$ cat src/rtl/xfd_pkg.sv
// Shared types, constants and helpers for the XOR float stream decoder.
`default_nettype none

package xfd_pkg;

   localparam int VALUE_W = 32;
   localparam int CNT_W = 5;
   localparam int IW_W = 3;
   localparam int TIDX_W = 4;
   localparam int REM_W = 6;
   localparam int ENT_W = 5;
   localparam int CSR_IDX_W = 1;
   localparam int REQ_DATA_W = 8;

   localparam logic [REM_W-1:0] COUNT_FIELD_BITS = 6'd4;
   localparam logic [REM_W-1:0] ENTRY_FIELD_BITS = 6'd5;
   localparam logic [REM_W-1:0] VALUE_BITS = 6'd32;
   localparam logic [ENT_W-1:0] FULL_TABLE_COUNT = 5'd16;

   localparam logic [VALUE_W-1:0] TERMINATOR_RESET = 32'h7FC0_0000;

   localparam logic [CSR_IDX_W-1:0] CSR_INIT_PREV = 1'b0;
   localparam logic [CSR_IDX_W-1:0] CSR_TERMINATOR = 1'b1;

   typedef struct packed {
      logic en;
      logic sel_trail;
      logic [TIDX_W-1:0] idx;
      logic [CNT_W-1:0] data;
   } tbl_wr_type;

   typedef struct packed {
      logic [TIDX_W-1:0] lead_idx;
      logic [TIDX_W-1:0] trail_idx;
   } tbl_rd_type;

   typedef struct packed {
      logic valid;
      logic [VALUE_W-1:0] value;
      logic last;
   } res_type;

   // Index width for a table of n entries: ceil(log2(n)), at most four bits.
   function automatic logic [IW_W-1:0] width_for(input logic [ENT_W-1:0] n);
      logic [IW_W-1:0] w;
      if (n <= 5'd1) begin
         w = 3'd0;
      end else if (n <= 5'd2) begin
         w = 3'd1;
      end else if (n <= 5'd4) begin
         w = 3'd2;
      end else if (n <= 5'd8) begin
         w = 3'd3;
      end else begin
         w = 3'd4;
      end
      return w;
   endfunction

endpackage

`default_nettype wire

$ cat src/rtl/xfd_tables.sv
// Leading-zero and trailing-zero position tables with one shared write port and one read port each.
`default_nettype none

module xfd_tables #(
   parameter int TABLE_DEPTH = 16
) (
   input  wire                  clock,
   input  wire                  reset,
   input  xfd_pkg::tbl_wr_type  wr,
   input  xfd_pkg::tbl_rd_type  rd,
   output logic [4:0]           lead_data,
   output logic [4:0]           trail_data
);
   import xfd_pkg::*;

   localparam int AW = $clog2(TABLE_DEPTH);
   localparam logic [TIDX_W:0] DEPTH_V = (TIDX_W + 1)'(TABLE_DEPTH);

   logic [CNT_W-1:0] lead_ff [TABLE_DEPTH];
   logic [CNT_W-1:0] lead_in [TABLE_DEPTH];
   logic [CNT_W-1:0] trail_ff [TABLE_DEPTH];
   logic [CNT_W-1:0] trail_in [TABLE_DEPTH];
   logic             wr_ok;
   logic             lead_ok;
   logic             trail_ok;

   assign wr_ok = {1'b0, wr.idx} < DEPTH_V;
   assign lead_ok = {1'b0, rd.lead_idx} < DEPTH_V;
   assign trail_ok = {1'b0, rd.trail_idx} < DEPTH_V;

   always_comb begin
      lead_in = lead_ff;
      trail_in = trail_ff;
      if (wr.en && wr_ok) begin
         if (wr.sel_trail) begin
            trail_in[wr.idx[AW-1:0]] = wr.data;
         end else begin
            lead_in[wr.idx[AW-1:0]] = wr.data;
         end
      end
   end

   always_ff @(posedge clock) begin
      if (reset) begin
         for (int i = 0; i < TABLE_DEPTH; i++) begin
            lead_ff[i] <= '0;
            trail_ff[i] <= '0;
         end
      end else begin
         lead_ff <= lead_in;
         trail_ff <= trail_in;
      end
   end

   assign lead_data = lead_ok ? lead_ff[rd.lead_idx[AW-1:0]] : '0;
   assign trail_data = trail_ok ? trail_ff[rd.trail_idx[AW-1:0]] : '0;

endmodule

`default_nettype wire

$ cat src/rtl/xfd_core.sv
// Per-bit decode state machine: header, table reload, value codes, index bits and center bits.
`default_nettype none

module xfd_core (
   input  wire                           clock,
   input  wire                           reset,
   input  wire                           accept,
   input  wire                           bit_i,
   input  wire                           start_i,
   input  wire                           prev_load,
   input  wire  [xfd_pkg::VALUE_W-1:0]   prev_load_val,
   input  wire  [xfd_pkg::VALUE_W-1:0]   terminator,
   input  wire  [xfd_pkg::CNT_W-1:0]     lead_data,
   input  wire  [xfd_pkg::CNT_W-1:0]     trail_data,
   output xfd_pkg::tbl_rd_type           rd,
   output xfd_pkg::tbl_wr_type           wr,
   output xfd_pkg::res_type              res
);
   import xfd_pkg::*;

   typedef enum logic [3:0] {
      PH_IDLE,
      PH_UPDATE,
      PH_LCOUNT,
      PH_LENTRY,
      PH_TCOUNT,
      PH_TENTRY,
      PH_CODE0,
      PH_CODE1,
      PH_INDEX,
      PH_CENTER
   } phase_type;

   phase_type          phase_ff, phase_in;
   logic               eq_ff, eq_in;
   logic [CNT_W-1:0]   lz_ff, lz_in;
   logic [CNT_W-1:0]   tz_ff, tz_in;
   logic [IW_W-1:0]    liw_ff, liw_in;
   logic [IW_W-1:0]    tiw_ff, tiw_in;
   logic [VALUE_W-1:0] shift_ff, shift_in;
   logic [REM_W-1:0]   rem_ff, rem_in;
   logic [ENT_W-1:0]   erem_ff, erem_in;
   logic [TIDX_W-1:0]  eidx_ff, eidx_in;
   logic [VALUE_W-1:0] prev_ff, prev_in;

   logic [VALUE_W-1:0] shift_nx;
   logic [REM_W-1:0]   rem_nx;
   logic [ENT_W-1:0]   erem_nx;
   logic [ENT_W-1:0]   tbl_n;
   logic [REM_W-1:0]   idx_w;
   logic [REM_W-1:0]   csum;
   logic [7:0]         idx_vec;
   logic [7:0]         lead_sh;
   logic               emit_req;
   logic               center_req;
   logic               load_req;
   logic [VALUE_W-1:0] emit_val;
   logic [CNT_W-1:0]   c_lz;
   logic [CNT_W-1:0]   c_tz;

   assign shift_nx = {shift_ff[VALUE_W-2:0], bit_i};
   assign rem_nx = (rem_ff != '0) ? rem_ff - 1'b1 : '0;
   assign erem_nx = (erem_ff != '0) ? erem_ff - 1'b1 : '0;
   assign tbl_n = (shift_nx[3:0] == 4'd0) ? FULL_TABLE_COUNT : {1'b0, shift_nx[3:0]};
   assign idx_w = {3'b000, liw_ff} + {3'b000, tiw_ff};

   // Index field: lead index in the high bits, trail index in the low tiw bits.
   assign idx_vec = (phase_ff == PH_INDEX) ? shift_nx[7:0] : 8'd0;
   assign lead_sh = idx_vec >> tiw_ff;
   assign rd.lead_idx = lead_sh[TIDX_W-1:0];
   assign rd.trail_idx = idx_vec[TIDX_W-1:0] & ~(4'hf << tiw_ff);

   always_comb begin
      phase_in = phase_ff;
      eq_in = eq_ff;
      lz_in = lz_ff;
      tz_in = tz_ff;
      liw_in = liw_ff;
      tiw_in = tiw_ff;
      shift_in = shift_ff;
      rem_in = rem_ff;
      erem_in = erem_ff;
      eidx_in = eidx_ff;
      prev_in = prev_ff;
      wr = '0;
      res = '0;
      emit_req = 1'b0;
      center_req = 1'b0;
      load_req = 1'b0;
      emit_val = prev_ff;
      c_lz = lz_ff;
      c_tz = tz_ff;
      csum = '0;

      if (accept) begin
         if (start_i) begin
            eq_in = bit_i;
            phase_in = PH_UPDATE;
         end else begin
            unique case (phase_ff) inside
               PH_IDLE: begin
               end
               PH_UPDATE: begin
                  if (bit_i) begin
                     shift_in = '0;
                     rem_in = COUNT_FIELD_BITS;
                     phase_in = PH_LCOUNT;
                  end else begin
                     phase_in = PH_CODE0;
                  end
               end
               PH_CODE0: begin
                  if (bit_i) begin
                     if (eq_ff) begin
                        emit_req = 1'b1;
                     end else begin
                        center_req = 1'b1;
                     end
                  end else begin
                     phase_in = PH_CODE1;
                  end
               end
               PH_CODE1: begin
                  if (!bit_i) begin
                     if (idx_w == '0) begin
                        load_req = 1'b1;
                     end else begin
                        shift_in = '0;
                        rem_in = idx_w;
                        phase_in = PH_INDEX;
                     end
                  end else if (eq_ff) begin
                     center_req = 1'b1;
                  end else begin
                     emit_req = 1'b1;
                  end
               end
               PH_LCOUNT, PH_LENTRY, PH_TCOUNT, PH_TENTRY, PH_INDEX, PH_CENTER: begin
                  shift_in = shift_nx;
                  rem_in = rem_nx;
                  if (rem_nx == '0) begin
                     unique case (phase_ff) inside
                        PH_LCOUNT, PH_TCOUNT: begin
                           if (phase_ff == PH_LCOUNT) begin
                              liw_in = width_for(tbl_n);
                              phase_in = PH_LENTRY;
                           end else begin
                              tiw_in = width_for(tbl_n);
                              phase_in = PH_TENTRY;
                           end
                           erem_in = tbl_n;
                           eidx_in = '0;
                           shift_in = '0;
                           rem_in = ENTRY_FIELD_BITS;
                        end
                        PH_LENTRY, PH_TENTRY: begin
                           wr.en = 1'b1;
                           wr.sel_trail = (phase_ff == PH_TENTRY);
                           wr.idx = eidx_ff;
                           wr.data = shift_nx[CNT_W-1:0];
                           eidx_in = eidx_ff + 1'b1;
                           erem_in = erem_nx;
                           shift_in = '0;
                           if (erem_nx == '0) begin
                              if (phase_ff == PH_LENTRY) begin
                                 rem_in = COUNT_FIELD_BITS;
                                 phase_in = PH_TCOUNT;
                              end else begin
                                 phase_in = PH_CODE0;
                              end
                           end else begin
                              rem_in = ENTRY_FIELD_BITS;
                           end
                        end
                        PH_INDEX: begin
                           load_req = 1'b1;
                        end
                        PH_CENTER: begin
                           emit_req = 1'b1;
                           emit_val = prev_ff ^ (shift_nx << tz_ff);
                        end
                        default: begin
                        end
                     endcase
                  end
               end
               default: begin
               end
            endcase

            if (load_req) begin
               c_lz = lead_data;
               c_tz = trail_data;
               lz_in = lead_data;
               tz_in = trail_data;
               center_req = 1'b1;
            end

            // A center width of zero or less yields the previous value at once.
            if (center_req) begin
               csum = {1'b0, c_lz} + {1'b0, c_tz};
               if (csum >= VALUE_BITS) begin
                  emit_req = 1'b1;
               end else begin
                  shift_in = '0;
                  rem_in = VALUE_BITS - csum;
                  phase_in = PH_CENTER;
               end
            end

            if (emit_req) begin
               res.valid = 1'b1;
               if (emit_val == terminator) begin
                  res.last = 1'b1;
                  phase_in = PH_IDLE;
               end else begin
                  res.value = emit_val;
                  prev_in = emit_val;
                  phase_in = PH_CODE0;
               end
            end
         end
      end

      if (prev_load) begin
         prev_in = prev_load_val;
      end
   end

   always_ff @(posedge clock) begin
      if (reset) begin
         phase_ff <= PH_IDLE;
         eq_ff <= 1'b0;
         lz_ff <= '0;
         tz_ff <= '0;
         liw_ff <= '0;
         tiw_ff <= '0;
         shift_ff <= '0;
         rem_ff <= '0;
         erem_ff <= '0;
         eidx_ff <= '0;
         prev_ff <= '0;
      end else begin
         phase_ff <= phase_in;
         eq_ff <= eq_in;
         lz_ff <= lz_in;
         tz_ff <= tz_in;
         liw_ff <= liw_in;
         tiw_ff <= tiw_in;
         shift_ff <= shift_in;
         rem_ff <= rem_in;
         erem_ff <= erem_in;
         eidx_ff <= eidx_in;
         prev_ff <= prev_in;
      end
   end

endmodule

`default_nettype wire

$ cat src/rtl/xor_float32_stream_decoder.sv
// Top level of the XOR float stream decoder: register port, decoder and result register.
// The decoder takes one compressed bit per cycle and updates its state on the
// cycle the bit is accepted; a value or block end appears in the result register
// on the next cycle. Sustained throughput is one bit per cycle, set by the single
// state update in the decode state machine. The input stalls only while the result
// register holds an item that the sink does not take. Register writes take effect
// on the cycle after they are accepted and are always accepted.
`default_nettype none

module xor_float32_stream_decoder #(
   parameter int TABLE_DEPTH = 16
) (
   input  wire                               clock,
   input  wire                               reset,
   input  wire                               req_tvalid,
   output logic                              req_tready,
   input  wire  [xfd_pkg::REQ_DATA_W-1:0]    req_tdata,  // [0] stream_bit, [7:1] zero
   input  wire                               req_tuser,  // [0] block_start
   output logic                              rsp_tvalid,
   input  wire                               rsp_tready,
   output logic [xfd_pkg::VALUE_W-1:0]       rsp_tdata,  // [31:0] decoded_value
   output logic                              rsp_tlast,
   input  wire                               csr_valid,
   output logic                              csr_ready,
   input  wire  [xfd_pkg::CSR_IDX_W-1:0]     csr_index,
   input  wire  [xfd_pkg::VALUE_W-1:0]       csr_wdata
);
   import xfd_pkg::*;

   logic               accept;
   logic               prev_load;
   logic [VALUE_W-1:0] term_ff, term_in;
   logic               rsp_valid_ff, rsp_valid_in;
   logic [VALUE_W-1:0] rsp_data_ff, rsp_data_in;
   logic               rsp_last_ff, rsp_last_in;
   tbl_rd_type         rd;
   tbl_wr_type         wr;
   res_type            res;
   logic [CNT_W-1:0]   lead_data;
   logic [CNT_W-1:0]   trail_data;

   assign csr_ready = 1'b1;
   assign req_tready = !rsp_valid_ff || rsp_tready;
   assign accept = req_tvalid && req_tready;

   always_comb begin
      term_in = term_ff;
      prev_load = 1'b0;
      if (csr_valid) begin
         unique case (csr_index)
            CSR_INIT_PREV: prev_load = 1'b1;
            CSR_TERMINATOR: term_in = csr_wdata;
            default: begin
            end
         endcase
      end
   end

   xfd_tables #(
      .TABLE_DEPTH(TABLE_DEPTH)
   ) u_tables (
      .clock(clock),
      .reset(reset),
      .wr(wr),
      .rd(rd),
      .lead_data(lead_data),
      .trail_data(trail_data)
   );

   xfd_core u_core (
      .clock(clock),
      .reset(reset),
      .accept(accept),
      .bit_i(req_tdata[0]),
      .start_i(req_tuser),
      .prev_load(prev_load),
      .prev_load_val(csr_wdata),
      .terminator(term_ff),
      .lead_data(lead_data),
      .trail_data(trail_data),
      .rd(rd),
      .wr(wr),
      .res(res)
   );

   always_comb begin
      rsp_valid_in = rsp_valid_ff;
      rsp_data_in = rsp_data_ff;
      rsp_last_in = rsp_last_ff;
      if (rsp_tready) begin
         rsp_valid_in = 1'b0;
      end
      if (res.valid) begin
         rsp_valid_in = 1'b1;
         rsp_data_in = res.value;
         rsp_last_in = res.last;
      end
   end

   always_ff @(posedge clock) begin
      if (reset) begin
         term_ff <= TERMINATOR_RESET;
         rsp_valid_ff <= 1'b0;
      end else begin
         term_ff <= term_in;
         rsp_valid_ff <= rsp_valid_in;
      end
      rsp_data_ff <= rsp_data_in;
      rsp_last_ff <= rsp_last_in;
   end

   assign rsp_tvalid = rsp_valid_ff;
   assign rsp_tdata = rsp_data_ff;
   assign rsp_tlast = rsp_last_ff;

endmodule

`default_nettype wire

$ cat config.mk
export PLATFORM = sky130hd
export DESIGN_NAME = xor_float32_stream_decoder
export DESIGN_NICKNAME = d
export VERILOG_FILES = /design/src/rtl/xfd_pkg.sv /design/src/rtl/xfd_tables.sv /design/src/rtl/xfd_core.sv /design/src/rtl/xor_float32_stream_decoder.sv
export SDC_FILE = /design/constraint.sdc
export NUM_CORES = 1
export LEC_CHECK = 0
export ABC_AREA = 1
export BUFFER_PORTS_ARGS = -buffer_cell sky130_fd_sc_hd__buf_2
export CAP_MARGIN = 20
export CORE_MARGIN = 3
export CORE_UTILIZATION = 55
export DETAILED_ROUTE_END_ITERATION = 8
export PLACE_DENSITY = 0.78
export REMOVE_ABC_BUFFERS = 1
export SLEW_MARGIN = 20
export SYNTH_ARGS = -nofsm -noshare
export SYNTH_HDL_FRONTEND = slang
export SYNTH_SLANG_ARGS = --single-unit
$ cat constraint.sdc
create_clock -name clock -period 5.6 [get_ports clock]
set_input_delay 0.56 -clock clock [delete_from_list [all_inputs] [get_ports clock]]
set_output_delay 0.56 -clock clock [all_outputs]
set_load 0.02 [all_outputs]
After elaboration in Yosys (flattened, before gate mapping). Index checks and enable logic that the tools add are counted.

Output and inout bits: 36. Bits of input ports: 47. Latch bits: 0. Bits in writable memories: 0. Memories: 0. ROM bits: 0. Register bits: 326.

Bitwise logic cells: 11. Reductions and logical operators: 29. Multiplexer cells: 105. Equality and inequality tests: 12. Div/mod/pow operators: 0. Order comparisons: 9. Multipliers: 0. $add $sub $neg: 6. Shift operators: 3.

Operators with widths (number): $mux W32 (18); $bwmux W80 (2); $mux W34 (3); $pmux W32 S3 (1); $mux W5 (13); $mux W11 (5); $mux W6 (9); $bmux W5 S4 (2); $mux W4 (9); $eq A32 B32 Y1 (1); $shl A32 B5 Y32 (1); $xor A32 B32 Y32 (1); $mux W1 (24); $mux W3 (7); $demux W5 S4 (1); $pmux W6 S3 (1); $eq A4 B3 Y1 const B (4); $pmux W4 S2 (2); $pmux W4 S4 (1); $ge A5 B5 Y1 const B (3); $not A4 Y5 (3); $logic_not A6 Y1 (2); $pmux W6 S2 (1); $reduce_and A6 Y1 (2); 42 further kinds (59).

Longest topological paths before layout. Gate-level depths: netlist (run 1).

Depth in word-level cells: 20. Mapped depth: 33.

By module. A second synthesis (run 1) with hierarchy kept.

Cells, all modules: 3080. Area, all modules: 19266.0 µm².

By module, submodules not included: xfd_core (cells each 1631, area an instance 9088.7 µm², instances 1); xfd_tables (cells each 1220, area an instance 7847.5 µm², instances 1); xor_float32_stream_decoder (cells each 229, area an instance 2329.7 µm², instances 1).

Worst setup path after synthesis (run 1). OpenSTA, ideal clock, no wires.

Path type: flip-flop to flip-flop. From: reg u_core.tiw_ff[2]. To: reg rsp_data_ff[0] (netlist: rsp_tdata[0]) (enable). Stages on the path, launching flop included: 30. Period minus slack after synthesis: 5.236 ns. Data arrival time: 4.810 ns. Setup slack: 0.364 ns. Library setup time: 0.426 ns. Path through: dfxtp_1 buf_2 nor2_1 inv_1 nor2_1 nand2_1 nand2_1 inv_1 nand2_1 inv_2 nand2_1 buf_2 buf_1 clkbuf_1 o211ai_1 nand3_1 nand3_1 nand3_1 o21ai_0 ha_1 nand2_1 nor2_1 a211oi_1 nor2_1 nand3_1 nand2_1 nand2_1 nand2_1 inv_1 nor2_1.

Longest elaborated chain between the ends: 19. Elaborated cells between the ends (all ways): 37. Those cells by class: add/sub (2); order compare (1); shift (2); mux (27); bitwise (4); reduce/logical (1).

RTL lines: start, declared (line xfd_core.sv:39) `logic [IW_W-1:0] tiw_ff, tiw_in;`; start signal, assigned (line xfd_core.sv:249) `tiw_ff <= tiw_in;`; $add A3 B3 Y4 or $shl A4 B3 Y4 (tied branches) (line xfd_core.sv:65, xfd_core.sv:71); $logic_not A6 Y1 or $not A4 Y4 (tied branches) (line xfd_core.sv:125, xfd_core.sv:71); $mux W1 or $and A4 B4 Y4 (tied branches) (line xfd_core.sv:125, xfd_core.sv:71); $mux W1 or $not A4 Y5 (tied branches) (line xfd_core.sv:124, xfd_tables.sv:56); $pmux W1 S2 or $bmux W5 S4 (tied branches) (line xfd_core.sv:100, xfd_tables.sv:56); $mux W1 or $mux W5 (tied branches) (line xfd_core.sv:96, xfd_tables.sv:56); $mux W1 or $mux W5 (tied branches) (line xfd_core.sv:95, xfd_tables.sv:56); $mux W5 (on tied branches); [... 3 more ...]; $ge A6 B6 Y1 (line xfd_core.sv:202) `if (csum >= VALUE_BITS) begin`; $mux W1 (line xfd_core.sv:202); $mux W1 (*) (line xfd_core.sv:200) `if (center_req) begin`; $mux W1 (*) (line xfd_core.sv:96) `if (start_i) begin`; $mux W1 (*) (line xfd_core.sv:95) `if (accept) begin`; $mux W34 (*) (line xfd_core.sv:211) `if (emit_req) begin`; $mux W34 (*) (line xfd_core.sv:96); $mux W34 (*) (line xfd_core.sv:95); end signal, assigned (line xor_float32_stream_decoder.sv:108) `rsp_data_ff <= rsp_data_in;`; end, declared (line xor_float32_stream_decoder.sv:34) `logic [VALUE_W-1:0] rsp_data_ff, rsp_data_in;`.

Mark *: on every way between the ends. The rest lies on a longest branch, timed or not. The select of a mux whose other input is x is not followed. A chain may end at the register's enable or synchronous reset.

Final worst setup path (run 1).
From: reg u_core.tiw_ff[0]. To: reg rsp_data_ff[31] (netlist: rsp_tdata[31]) (enable).

The elaborated chain is that of the path after synthesis.

==> results.py, run 1 <==
metrics = {
    "run_status": {
        "outcome": "finished, final reports clean",
    },
    "sta": {
        "post-route-period-util": 0.922,
        "hold_violations": 0,
        "setup_viol": 0,
        "final_critical_path_setup_slack_ns": 0.438,
        "tightest_slew_ns": 1.04,
        "finalWorstPathRequiredPeriod_ns": 5.16,
        "worst_clock_skew_ns": 0.0172,
        "timing.slew.headroom": 0.307,
        "clock.fmax_ghz": 0.194,
        "number_of_slew_limit_violations_in_the_final_report": 0,
        "grt_setup_unrepaired": "false",
    },
    "routing": {
        "drtPass1Iterations": 9,
        "dr_wl_cell_um": 17.2,
        "viasPerCell": 6.00,
        "totalWireLength_um": 55400,
        "via_count": 19300,
        "ant_nets": 0,
        "drcViolationCount": 0,
        "drt_first_iter_violations": 2071,
    },
    "global_route": {
        "grt_start_max_net_pins": 107,
        "grt_first_pass_wirelength_um": 88500,
        "grt_antenna_before_repair": 0,
        "first_global_vias": 17500,
        "global_router_s_overall_resource_usage": 0.297,
        "grt_overflow_total": 0,
    },
    "floorplanning": {
        "die-height_um": 189,
        "placementRows": 66,
        "ioPinCount": 83,
        "initial_utilization": 0.561,
        "die-area_um2": 35600,
        "die_x_um": 189,
        "design.core.area_um2": 32700,
    },
    "final_layout": {
        "multi_input_gate_area_um2": 9660,
        "layout.area.seq_um2": 6840,
        "n_antenna_cell": 0,
        "final_layout_size_suffix_gt1_frac": 0.0807,
        "fillCellCount": 3020,
        "areaGrowthSynthToFinish_pct": 10.3,
        "layoutNonFillerInstCount": 3219,
        "nNetsFinal": 2812,
    },
    "power": {
        "ir_worst_vdd_mv": 0.272,
        "static_leakage_nw": 7.64,
        "power_per_cell_area_nw_per_um2": 263,
    },
    "worst_setup_path": {
        "critical_path_depth": 21,
        "worstSetupPathType": "flop to flop",
        "critical_path.slowest_cell": "sky130_fd_sc_hd__nor2_4",
        "cpPeakStageDelay_ns": 0.76,
        "ff2ff_setup_slack_ns": 0.44,
        "critical_path_required_ns": 5.74,
        "r2r-end": "rsp_tdata[31]$_SDFFCE_PP0P_",
        "critical_path.max_fanout": 35,
        "cells_along_the_critical_path": "ha_1 > inv_1 > fa_1 > xnor2_1 > nor4b_1 > nand3_1 > o21ai_2 > buf_4 > a31oi_1 > buf_4 > ha_1 > nand2_1 > nor2_1 > a211oi_1 > nor2_1 > nand3_1 > nand2_1 > nand2_1 > nand2_1 > inv_1 > nor2_4",
        "cp.buffers_inverters": 4,
        "critical_path.top_delay_family": "simple AND/OR/NAND/NOR gates",
        "crit-reg2reg-launch": "u_core.tiw_ff[0]$_SDFFE_PP0P_",
        "cp.arrival_ns": 5.30,
        "reg2reg_depth": 21,
        "worst_setup_path_start_kind": "flop",
        "setup.worst_path.end_class": "flop",
        "cpMostUsedCell": "sky130_fd_sc_hd__nand2_1",
    },
    "clocking": {
        "cts_max_level": 2,
        "clk_latency_ns": 0.53,
        "cts-root-buf": "sky130_fd_sc_hd__clkbuf_16",
        "post_cts.resized_instances": 0,
        "clk_path_buf_depth": 3,
        "clock-sinks": 325,
        "cts_made_buffers": 37,
        "cts_tree": "yes",
        "cts_setup_buffers": 0,
        "clkSlewWorstSetupHoldPaths_ns": 0.06,
        "cts_hold_repair.buffers": 0,
    },
    "worst_hold_path": {
        "hp-class": "input pin to flop",
        "holdPathStages": 3,
        "hp-start": "csr_wdata[27]",
        "timing.hold.worst_endpoint": "term_ff[27]$_SDFFE_PP1P_",
    },
    "logic_synthesis": {
        "synth_async_sr_flop_share": 0,
        "parity_gate_share_of_the_synthesized_area_counting_xor_and_xnor_cells": 0.00382,
        "cell_types_with_the_largest_area_share_after_synthesis": "sky130_fd_sc_hd__dfxtp_1, sky130_fd_sc_hd__nand2_1, sky130_fd_sc_hd__nand3_1",
        "synth.distinct_cells": 54,
        "yosys_top_cell_by_area": "sky130_fd_sc_hd__dfxtp_1",
        "synth_top_family_by_area": "simple AND/OR/NAND/NOR gates",
        "yosysWarningCount": 0,
        "seq_area_frac_synth": 0.372,
        "synth.cell_area_um2": 18400,
        "synth_adder_area_share": 0.0110,
        "syn_area_per_cell_um2": 6.66,
        "synth-main-ff-cell": "sky130_fd_sc_hd__dfxtp_1",
        "number_of_synthesized_flops_with_an_enable_pin": 33,
        "post_synth_most_frequent_cells": "sky130_fd_sc_hd__nand2_1, sky130_fd_sc_hd__nand3_1, sky130_fd_sc_hd__o21ai_0",
        "synth_simple_gate_area_share": 0.278,
        "synth_top_cell_area_share": 0.318,
        "yosysMostFrequentCell": "sky130_fd_sc_hd__nand2_1",
        "yosys-mux-area-fraction": 0,
        "synthCells": 2755,
        "synth.ff_latch_count": 325,
        "synth-compound-area-share": 0.231,
    },
    "placed_design": {
        "dpl_worst_slack_ns": 0.530,
        "place_congestion": 0.948,
        "post-dp-hpwl_um": 37200,
        "post-place-cells": 3152,
        "buffer_ports.inserted": 74,
    },
    "run": {
        "cap_violations": 0,
    },
}
-- area by class of cell --
cell class | count | share of cell area
Sequential cell | 325 | 0.338
Timing Repair Buffer | 129 | 0.0404
Inverter | 316 | 0.0589
Tap cell | 442 | 0.0273
Clock buffer | 56 | 0.0543
Multi-Input combinational cell | 1941 | 0.477
Clock inverter | 10 | 0.00377
-- worst max-delay path by stage --
stage / start / end
after floorplan: u_core.phase_ff[0]$_SDFFE_PP0P_ / rsp_tdata[0]$_SDFFCE_PP0P_
after global placement: u_core.tiw_ff[0]$_SDFFE_PP0P_ / rsp_tdata[31]$_SDFFCE_PP0P_
after detailed placement: u_core.tiw_ff[0]$_SDFFE_PP0P_ / rsp_tdata[31]$_SDFFCE_PP0P_
after CTS: u_core.tiw_ff[0]$_SDFFE_PP0P_ / rsp_tdata[31]$_SDFFCE_PP0P_
after global routing: u_core.tiw_ff[0]$_SDFFE_PP0P_ / rsp_tdata[1]$_SDFFCE_PP0P_
final: u_core.tiw_ff[0]$_SDFFE_PP0P_ / rsp_tdata[31]$_SDFFCE_PP0P_
-- cell families after synthesis --
group           count (synthesis)
fa+ha+maj                      15
xor+xnor                        8
other cells                     1
flops                         325
compound gates                765
simple gates                 1152
buf+inv                       489
-- metal layers --
| layer | vias up | GRT usage | wire, µm |
|---|---|---|---|
| met5 | - | 0 | 0 |
| met4 | 0 | 0.110 | 1740 |
| met3 | 139 | 0.0372 | 4220 |
| met2 | 870 | 0.500 | 25800 |
| met1 | 8958 | 0.393 | 23600 |
| li1 | 9340 | - | - |
-- stage by stage --
| stage | hold WS (ns) | power, mW | setup TNS, ns | instance area (µm²) | util |
|---|---|---|---|---|---|
| 2_1_floorplan | 0.422 | 2.80 | -9.04 | 17600 | - |
| 3_3_place_gp | 0.431 | 2.97 | 0 | 19000 | 0.582 |
| 3_5_place_dp | 0.437 | 2.98 | 0 | 19000 | 0.582 |
| 4_1_cts | 0.257 | 5.34 | 0 | 20200 | 0.618 |
| 5_1_grt | 0.269 | 5.51 | 0 | 20200 | 0.619 |
| 6_report | 0.265 | 5.33 | 0 | 20200 | 0.619 |
-- worst reg2reg max path, cell delays in order, from the launching register on --
cell,delay (ns)
sky130_fd_sc_hd__dfxtp_1,0.48
sky130_fd_sc_hd__ha_1,0.22
sky130_fd_sc_hd__inv_1,0.05
sky130_fd_sc_hd__fa_1,0.37
sky130_fd_sc_hd__xnor2_1,0.16
sky130_fd_sc_hd__nor4b_1,0.61
sky130_fd_sc_hd__nand3_1,0.24
sky130_fd_sc_hd__o21ai_2,0.18
sky130_fd_sc_hd__buf_4,0.23
sky130_fd_sc_hd__a31oi_1,0.10
sky130_fd_sc_hd__buf_4,0.15
sky130_fd_sc_hd__ha_1,0.35
sky130_fd_sc_hd__nand2_1,0.06
sky130_fd_sc_hd__nor2_1,0.09
sky130_fd_sc_hd__a211oi_1,0.07
sky130_fd_sc_hd__nor2_1,0.10
sky130_fd_sc_hd__nand3_1,0.10
sky130_fd_sc_hd__nand2_1,0.08
sky130_fd_sc_hd__nand2_1,0.11
sky130_fd_sc_hd__nand2_1,0.12
sky130_fd_sc_hd__inv_1,0.08
sky130_fd_sc_hd__nor2_4,0.76
-- cells in the final DEF, fill, tap and decap left out, types with 6 or more instances in the layout --
master	instances
sky130_fd_sc_hd__o21ai_1	7
sky130_fd_sc_hd__buf_4	53
sky130_fd_sc_hd__clkbuf_16	39
sky130_fd_sc_hd__dfxtp_1	291
sky130_fd_sc_hd__a211oi_1	18
sky130_fd_sc_hd__o211ai_1	62
sky130_fd_sc_hd__nor2_1	165
sky130_fd_sc_hd__ha_1	13
sky130_fd_sc_hd__nor2_2	8
sky130_fd_sc_hd__edfxtp_1	33
sky130_fd_sc_hd__nand4_1	53
sky130_fd_sc_hd__nor3_2	11
sky130_fd_sc_hd__o32ai_1	31
sky130_fd_sc_hd__nand3_1	330
sky130_fd_sc_hd__a21oi_1	297
sky130_fd_sc_hd__o221ai_1	6
sky130_fd_sc_hd__buf_2	73
sky130_fd_sc_hd__inv_1	299
sky130_fd_sc_hd__clkinv_1	11
sky130_fd_sc_hd__clkbuf_8	6
sky130_fd_sc_hd__nand2_1	538
sky130_fd_sc_hd__nand3b_1	19
sky130_fd_sc_hd__o22ai_1	10
sky130_fd_sc_hd__o21ai_0	316
sky130_fd_sc_hd__nor3_1	12
sky130_fd_sc_hd__clkbuf_1	11
-- flip-flops by register name (all words and copies together) (netlist names), 3 cells and up --
signal and flops:
u_core.tiw_ff 3, u_core.eidx_ff 4, term_ff 32, u_core.lz_ff 5
u_core.liw_ff 3, rsp_tdata 32, u_core.erem_ff 5, u_tables.trail_ff 80
u_core.prev_ff 32, u_core.shift_ff 31, u_core.phase_ff 4, u_core.rem_ff 6
u_tables.lead_ff 80, u_core.tz_ff 5
-- report_power, final --
group	switching, mW	leakage [nW]	internal [mW]
registers	0.0238	2.70	2.37
logic	0.397	4.36	0.160
clock network	1.01	0.573	1.37
(Power assumes the default switching activity.)
==> inputs of run 2 (changes only) <==
--- a/config.mk
+++ b/config.mk
@@ -8,10 +8,12 @@
 export ABC_AREA = 1
 export BUFFER_PORTS_ARGS = -buffer_cell sky130_fd_sc_hd__buf_2
 export CAP_MARGIN = 20
+export CELL_PAD_IN_SITES_DETAIL_PLACEMENT = 2
+export CELL_PAD_IN_SITES_GLOBAL_PLACEMENT = 2
 export CORE_MARGIN = 3
-export CORE_UTILIZATION = 55
+export CORE_UTILIZATION = 32
 export DETAILED_ROUTE_END_ITERATION = 8
-export PLACE_DENSITY = 0.78
+export PLACE_DENSITY = 0.8
 export REMOVE_ABC_BUFFERS = 1
 export SLEW_MARGIN = 20
 export SYNTH_ARGS = -nofsm -noshare
==> constraint.sdc (replaced) <==
create_clock -name clock -period 4.5 [get_ports clock]
set_input_delay 0.45 -clock clock [delete_from_list [all_inputs] [get_ports clock]]
set_output_delay 0.45 -clock clock [all_outputs]
set_load 0.02 [all_outputs]
==> results.py, run 2 (synthesis gave the netlist of run 1 again) <==
metrics = {
    "run_status": {
        "outcome": "complete, but fails checks",
        "failing_checks": "negative setup slack",
    },
    "worst_setup_path": {
        "r2r-end": "u_core.prev_ff[29]$_SDFFE_PP0P_",
        "ff2ff_setup_slack_ns": -0.0005,
        "cells_along_the_critical_path": "buf_4 > ha_1 > a21oi_2 > nand2_1 > nor4b_2 > nand3_1 > o21ai_4 > buf_4 > nor2_1 > a31oi_2 > ha_1 > buf_4 > a211oi_2 > buf_4 > nor2_1 > nand3_1 > nand2_1 > nand2_2 > nand2_4 > nand3_4 > buf_12 > clkbuf_16 > nand3_1 > a21oi_1",
        "cp.arrival_ns": 4.98,
        "critPathLaunch": "u_core.tiw_ff[2]$_SDFFE_PP0P_",
        "setup.worst_path.end_class": "flop",
        "cpPeakStageDelay_ns": 0.36,
        "critical_path_required_ns": 4.98,
        "worstSetupPathType": "flop to flop",
        "cpMostUsedCell": "sky130_fd_sc_hd__buf_4",
        "critical_path.slowest_cell": "sky130_fd_sc_hd__ha_1",
        "crit-reg2reg-launch": "u_core.tiw_ff[2]$_SDFFE_PP0P_",
        "critical_path.max_fanout": 8,
        "reg2reg_depth": 24,
        "worst_setup_path_start_kind": "flop",
    },
    "clocking": {
        "clk_path_buf_depth": 3,
        "cts_tree": "yes",
        "clkSlewWorstSetupHoldPaths_ns": 0.06,
        "clock-sinks": 325,
        "cts_max_level": 2,
        "clk_latency_ns": 0.58,
        "cts_made_buffers": 42,
        "cts-root-buf": "sky130_fd_sc_hd__clkbuf_16",
    },
    "power": {
        "ir_worst_vdd_mv": 0.244,
        "static_leakage_nw": 8.16,
        "power_mw": 7.36,
        "power_per_cell_area_nw_per_um2": 339,
    },
    "global_route": {
        "first_global_vias": 22100,
        "global_router_s_overall_resource_usage": 0.253,
        "grt_antenna_before_repair": 0,
        "grt_start_max_net_pins": 96,
        "grt_first_pass_wirelength_um": 123000,
        "grt_overflow_total": 0,
    },
    "run": {
        "cap_violations": 0,
    },
    "worst_hold_path": {
        "timing.hold.worst_endpoint": "term_ff[27]$_SDFFE_PP1P_",
        "hp-start": "csr_wdata[27]",
        "hp-class": "input pin to flop",
        "holdPathStages": 3,
    },
    "placed_design": {
        "post-place-cells": 3503,
        "buffer_ports.inserted": 74,
        "post-dp-hpwl_um": 52700,
        "place_congestion": 0.882,
    },
    "sta": {
        "hold_violations": 0,
        "finalWorstPathRequiredPeriod_ns": 4.50,
        "timing.slew.headroom": 0.309,
        "tightest_slew_ns": 1.04,
        "worst_clock_skew_ns": 0.0191,
        "clock.fmax_ghz": 0.222,
        "post-route-period-util": 1.00,
        "number_of_slew_limit_violations_in_the_final_report": 0,
        "setup_viol": 1,
        "final_critical_path_setup_slack_ns": -0.000539,
    },
    "routing": {
        "drt_first_iter_violations": 1344,
        "viasPerCell": 5.75,
        "ant_nets": 0,
        "drtPass1Iterations": 5,
        "drcViolationCount": 0,
        "via_count": 20700,
        "totalWireLength_um": 82500,
        "dr_wl_cell_um": 22.9,
    },
    "final_layout": {
        "layoutNonFillerInstCount": 3599,
        "areaGrowthSynthToFinish_pct": 18.3,
        "most_common_cell_after_layout_fill_and_taps_aside": "sky130_fd_sc_hd__nand2_1",
        "n_antenna_cell": 0,
        "reg.largest.list": "u_tables.lead_ff: 80 flops, u_tables.trail_ff: 80 flops",
        "fin_util": 0.384,
        "fillCellCount": 6757,
        "layout.cells.most_common_list": "sky130_fd_sc_hd__nand2_1, sky130_fd_sc_hd__nand3_1, sky130_fd_sc_hd__o21ai_0",
        "final_layout_size_suffix_gt1_frac": 0.115,
        "nNetsFinal": 2871,
    },
    "floorplanning": {
        "design.core.area_um2": 56600,
        "die_x_um": 245,
        "die-height_um": 245,
        "initial_utilization": 0.324,
        "ioPinCount": 83,
        "die-area_um2": 60300,
        "placementRows": 87,
    },
}
==> run 2: how the worst max path moves through the flow <==
stage / to / slack [ns] / cells after the start
2_1_floorplan: rsp_tdata[0]$_SDFFCE_PP0P_ / -1.37 / 19
3_3_place_gp: u_core.rem_ff[5]$_SDFFE_PP0P_ / 0.08 / 26
3_5_place_dp: u_core.rem_ff[5]$_SDFFE_PP0P_ / -0.09 / 26
4_1_cts: u_core.prev_ff[11]$_SDFFE_PP0P_ / 0.03 / 28
5_1_grt: u_core.prev_ff[29]$_SDFFE_PP0P_ / -0.26 / 29
6_report: u_core.prev_ff[29]$_SDFFE_PP0P_ / -0.0005 / 24
==> run 2: final cells by class <==
class / instances / area [µm²] / area share
flip-flops and latches: 325 / 6840 / 0.315
repair buffers: 182 / 1480 / 0.0682
well taps: 756 / 946 / 0.0435
multi-input cells: 1942 / 9820 / 0.452
clock buffers: 60 / 1220 / 0.0562
clock inverters: 18 / 221 / 0.0102
inverters: 316 / 1190 / 0.0549
==> run 2: stage by stage <==
step	hold slack [ns]	setup WS [ns]	TNS, ns	instance area, µm²
global placement	0.430	0.0794	0	19800
floorplan	0.422	-1.37	-197.32	17600
global route	0.122	-0.255	-16.53	21700
CTS	0.109	0.0275	0	21300
detailed placement	0.442	-0.0922	-1.32	19800
finish	0.127	-0.000539	-0.000539	21700
==> run 2: where the power goes <==
part | internal, mW | switching (mW)
logic | 0.221 | 0.599
clock network | 2.13 | 1.43
registers | 2.95 | 0.0271
==> run 2: critical path, delay by kind of cell, from the launching register on <==
kind	cells	cell delay [ns]
adder cells (fa/ha/maj)	2	0.65
flip-flops	1	0.34
AO/OA/AOI/OAI	5	0.97
buffers and inverters	6	1.06
AND/OR/NAND/NOR	11	1.35
==> run 2: repair_timing <==
item | 4_1_cts | 5_1_grt
pin swaps | 0 | 6
resized for setup | 8 | 49
hold buffers | 0 | 0
endpoints found under the setup margin | 137 | 175
buffers inserted | 0 | 9
gates cloned | 0 | 9
==> run 2: per-layer routing <==
layer / up-vias / track usage / wire length, µm
met5: - / 0 / 0
met4: 0 / 0.0924 / 2990
met3: 197 / 0.0302 / 3580
met2: 515 / 0.456 / 41200
met1: 10500 / 0.307 / 34800
li1: 9464 / - / -
==> inputs of run 3 (changes only) <==
--- a/config.mk
+++ b/config.mk
@@ -14,8 +14,9 @@
 export CORE_UTILIZATION = 32
 export DETAILED_ROUTE_END_ITERATION = 8
 export PLACE_DENSITY = 0.8
+export RECOVER_POWER = 100
 export REMOVE_ABC_BUFFERS = 1
-export SLEW_MARGIN = 20
+export SLEW_MARGIN = 40
 export SYNTH_ARGS = -nofsm -noshare
 export SYNTH_HDL_FRONTEND = slang
 export SYNTH_SLANG_ARGS = --single-unit
==> results.py, run 3 (synthesis gave the netlist of run 1 again) <==
metrics = {
    "placed_design": {
        "buffer_ports.inserted": 74,
        "post_place_instance_area_um2": 19800,
        "dpl_worst_slack_ns": -0.0922,
        "post-dp-hpwl_um": 52700,
        "place_congestion": 0.882,
    },
    "final_layout": {
        "most_common_cell_after_layout_fill_and_taps_aside": "sky130_fd_sc_hd__nand2_1",
        "areaGrowthSynthToFinish_pct": 18.4,
        "reg.largest.list": "u_tables.lead_ff: 80 flops, u_tables.trail_ff: 80 flops",
        "nNetsFinal": 2872,
        "n_antenna_cell": 0,
        "fillCellCount": 6791,
        "layout.cells.most_common_list": "sky130_fd_sc_hd__nand2_1, sky130_fd_sc_hd__nand3_1, sky130_fd_sc_hd__o21ai_0",
        "fin_area_um2": 21700,
        "final_layout_size_suffix_gt1_frac": 0.103,
    },
    "sta": {
        "timing.slew.headroom": -0.675,
        "number_of_slew_limit_violations_in_the_final_report": 50,
        "grt_setup_unrepaired": "true",
        "timing.hold.ws_ns": 0.137,
        "final_critical_path_setup_slack_ns": -0.139,
        "tightest_slew_ns": 2.51,
        "finalWorstPathRequiredPeriod_ns": 4.64,
        "clock.fmax_ghz": 0.216,
        "hold_violations": 0,
        "worst_clock_skew_ns": 0.0163,
        "post-route-period-util": 1.03,
        "setup_viol": 94,
    },
    "power": {
        "part_of_the_total_power_dissipated_in_combinational_logic": 0.112,
        "swShare": 0.283,
        "power_per_cell_area_nw_per_um2": 341,
        "ir_worst_vdd_mv": 0.249,
        "static_leakage_nw": 8.06,
        "p_int_mw": 5.31,
        "p_seq_frac": 0.403,
        "total_switching_power_mw": 2.09,
        "clock_power_share": 0.485,
    },
    "global_route": {
        "first_global_vias": 22100,
        "grt_overflow_total": 0,
        "grt_antenna_before_repair": 0,
        "global_router_s_overall_resource_usage": 0.253,
        "grt_start_max_net_pins": 96,
        "grt_first_pass_wirelength_um": 123000,
    },
    "floorplanning": {
        "placementRows": 87,
        "die_x_um": 245,
        "design.core.area_um2": 56600,
        "die-area_um2": 60300,
        "initial_utilization": 0.324,
        "die-height_um": 245,
        "ioPinCount": 83,
    },
    "worst_setup_path": {
        "worst_setup_path_start_kind": "flop",
        "critical_path.slowest_cell": "sky130_fd_sc_hd__buf_6",
        "critical_path.top_delay_family": "simple AND/OR/NAND/NOR gates",
        "setup.worst_path.end_class": "flop",
        "cpPeakStageDelay_ns": 0.34,
        "cp.arrival_ns": 5.12,
        "worstSetupPathType": "flop to flop",
        "cpMostUsedCell": "sky130_fd_sc_hd__nand3_1",
        "cp.buffers_inverters": 7,
        "critical_path_required_ns": 4.98,
        "critical_path.max_fanout": 31,
    },
    "clocking": {
        "cts_max_level": 2,
        "clkSlewWorstSetupHoldPaths_ns": 0.06,
        "clk_latency_ns": 0.58,
        "cts_hold_repair.buffers": 0,
        "clock-sinks": 325,
        "clk_path_buf_depth": 3,
        "cts_tree": "yes",
        "cts_made_buffers": 42,
        "cts-root-buf": "sky130_fd_sc_hd__clkbuf_16",
    },
    "run": {
        "cap_violations": 1,
    },
    "routing": {
        "via_count": 20700,
        "drtPass1Iterations": 5,
        "drcViolationCount": 0,
        "drt_first_iter_violations": 1378,
        "dr_wl_cell_um": 23.3,
        "totalWireLength_um": 84000,
        "viasPerCell": 5.74,
        "ant_nets": 0,
    },
    "worst_hold_path": {
        "hp-class": "input pin to flop",
    },
    "run_status": {
        "failing_checks": "max-capacitance violations, max-slew violations, negative setup slack",
        "outcome": "complete, but fails checks",
    },
}
[run 3: cell types whose count changed in the layout (fill, tap and decap cells not counted), sizes merged]
cell,before,now
clkinv,16,15
buf,177,141
clkbuf,65,102
inv,309,310
[run 3: power by group through the flow]
stage               Clock [mW]  Combinational (mW)  Sequential (mW)
global route              3.76               0.900             2.98
CTS                       3.62               0.786             2.98
floorplan                    0               0.434             3.05
finish                    3.59               0.827             2.98
global placement             0               0.739             3.04
detailed placement           0               0.773             3.04
[run 3: layout make-up]
type	count	area, µm²	area share
multi-input cells	1942	9840	0.453
flip-flops and latches	325	6840	0.315
repair buffers	183	1460	0.0673
clock buffers	60	1220	0.0562
inverters	316	1190	0.0550
well taps	756	946	0.0435
clock inverters	18	221	0.0102
[run 3: worst register-to-register path, delay by kind of cell, from the launching register on]
family | cells | cell delay, ns
simple gates | 15 | 2.10
compound gates | 5 | 0.69
buf+inv | 7 | 1.10
flops | 1 | 0.33
fa+ha+maj | 1 | 0.31
[run 3: final timing paths]
path,from,end,slack [ns],cells past startpoint
worst max-delay path,u_core.phase_ff[3]$_SDFFE_PP0P_,u_core.shift_ff[2]$_SDFFE_PP0P_,-0.14,28
worst min-delay path,csr_wdata[27],term_ff[27]$_SDFFE_PP1P_,0.14,3
worst max register to register,u_core.phase_ff[3]$_SDFFE_PP0P_,u_core.shift_ff[2]$_SDFFE_PP0P_,-0.14,28
worst min register to register,u_tables.trail_ff[75]$_SDFFE_PP0P_,u_tables.trail_ff[75]$_SDFFE_PP0P_,0.44,2
[run 3: metrics by stage]
step,utilization,instances,power (mW),TNS (ns)
after global placement,0.350,3503,3.78,0
after detailed placement,0.350,3503,3.81,-1.32
final,0.384,3600,7.40,-3.96
after floorplan,-,2582,3.48,-197.32
after CTS,0.376,3581,7.38,0
after global routing,0.384,3600,7.64,-41.81
[run 3: metal layers]
| metal | GRT usage | vias to the layer above | wire length (µm) |
|---|---|---|---|
| li1 | - | 9467 | - |
| met1 | 0.307 | 10500 | 35400 |
| met2 | 0.456 | 500 | 42100 |
| met3 | 0.0302 | 199 | 3200 |
| met4 | 0.0924 | 0 | 3270 |
| met5 | 0 | - | 0 |
[run 3: timing repair]
item,in CTS,in global routing
gates cloned,0,9
pin swaps,0,4
setup buffers,0,10
endpoints found under the setup margin,137,175
gates resized for setup,8,53
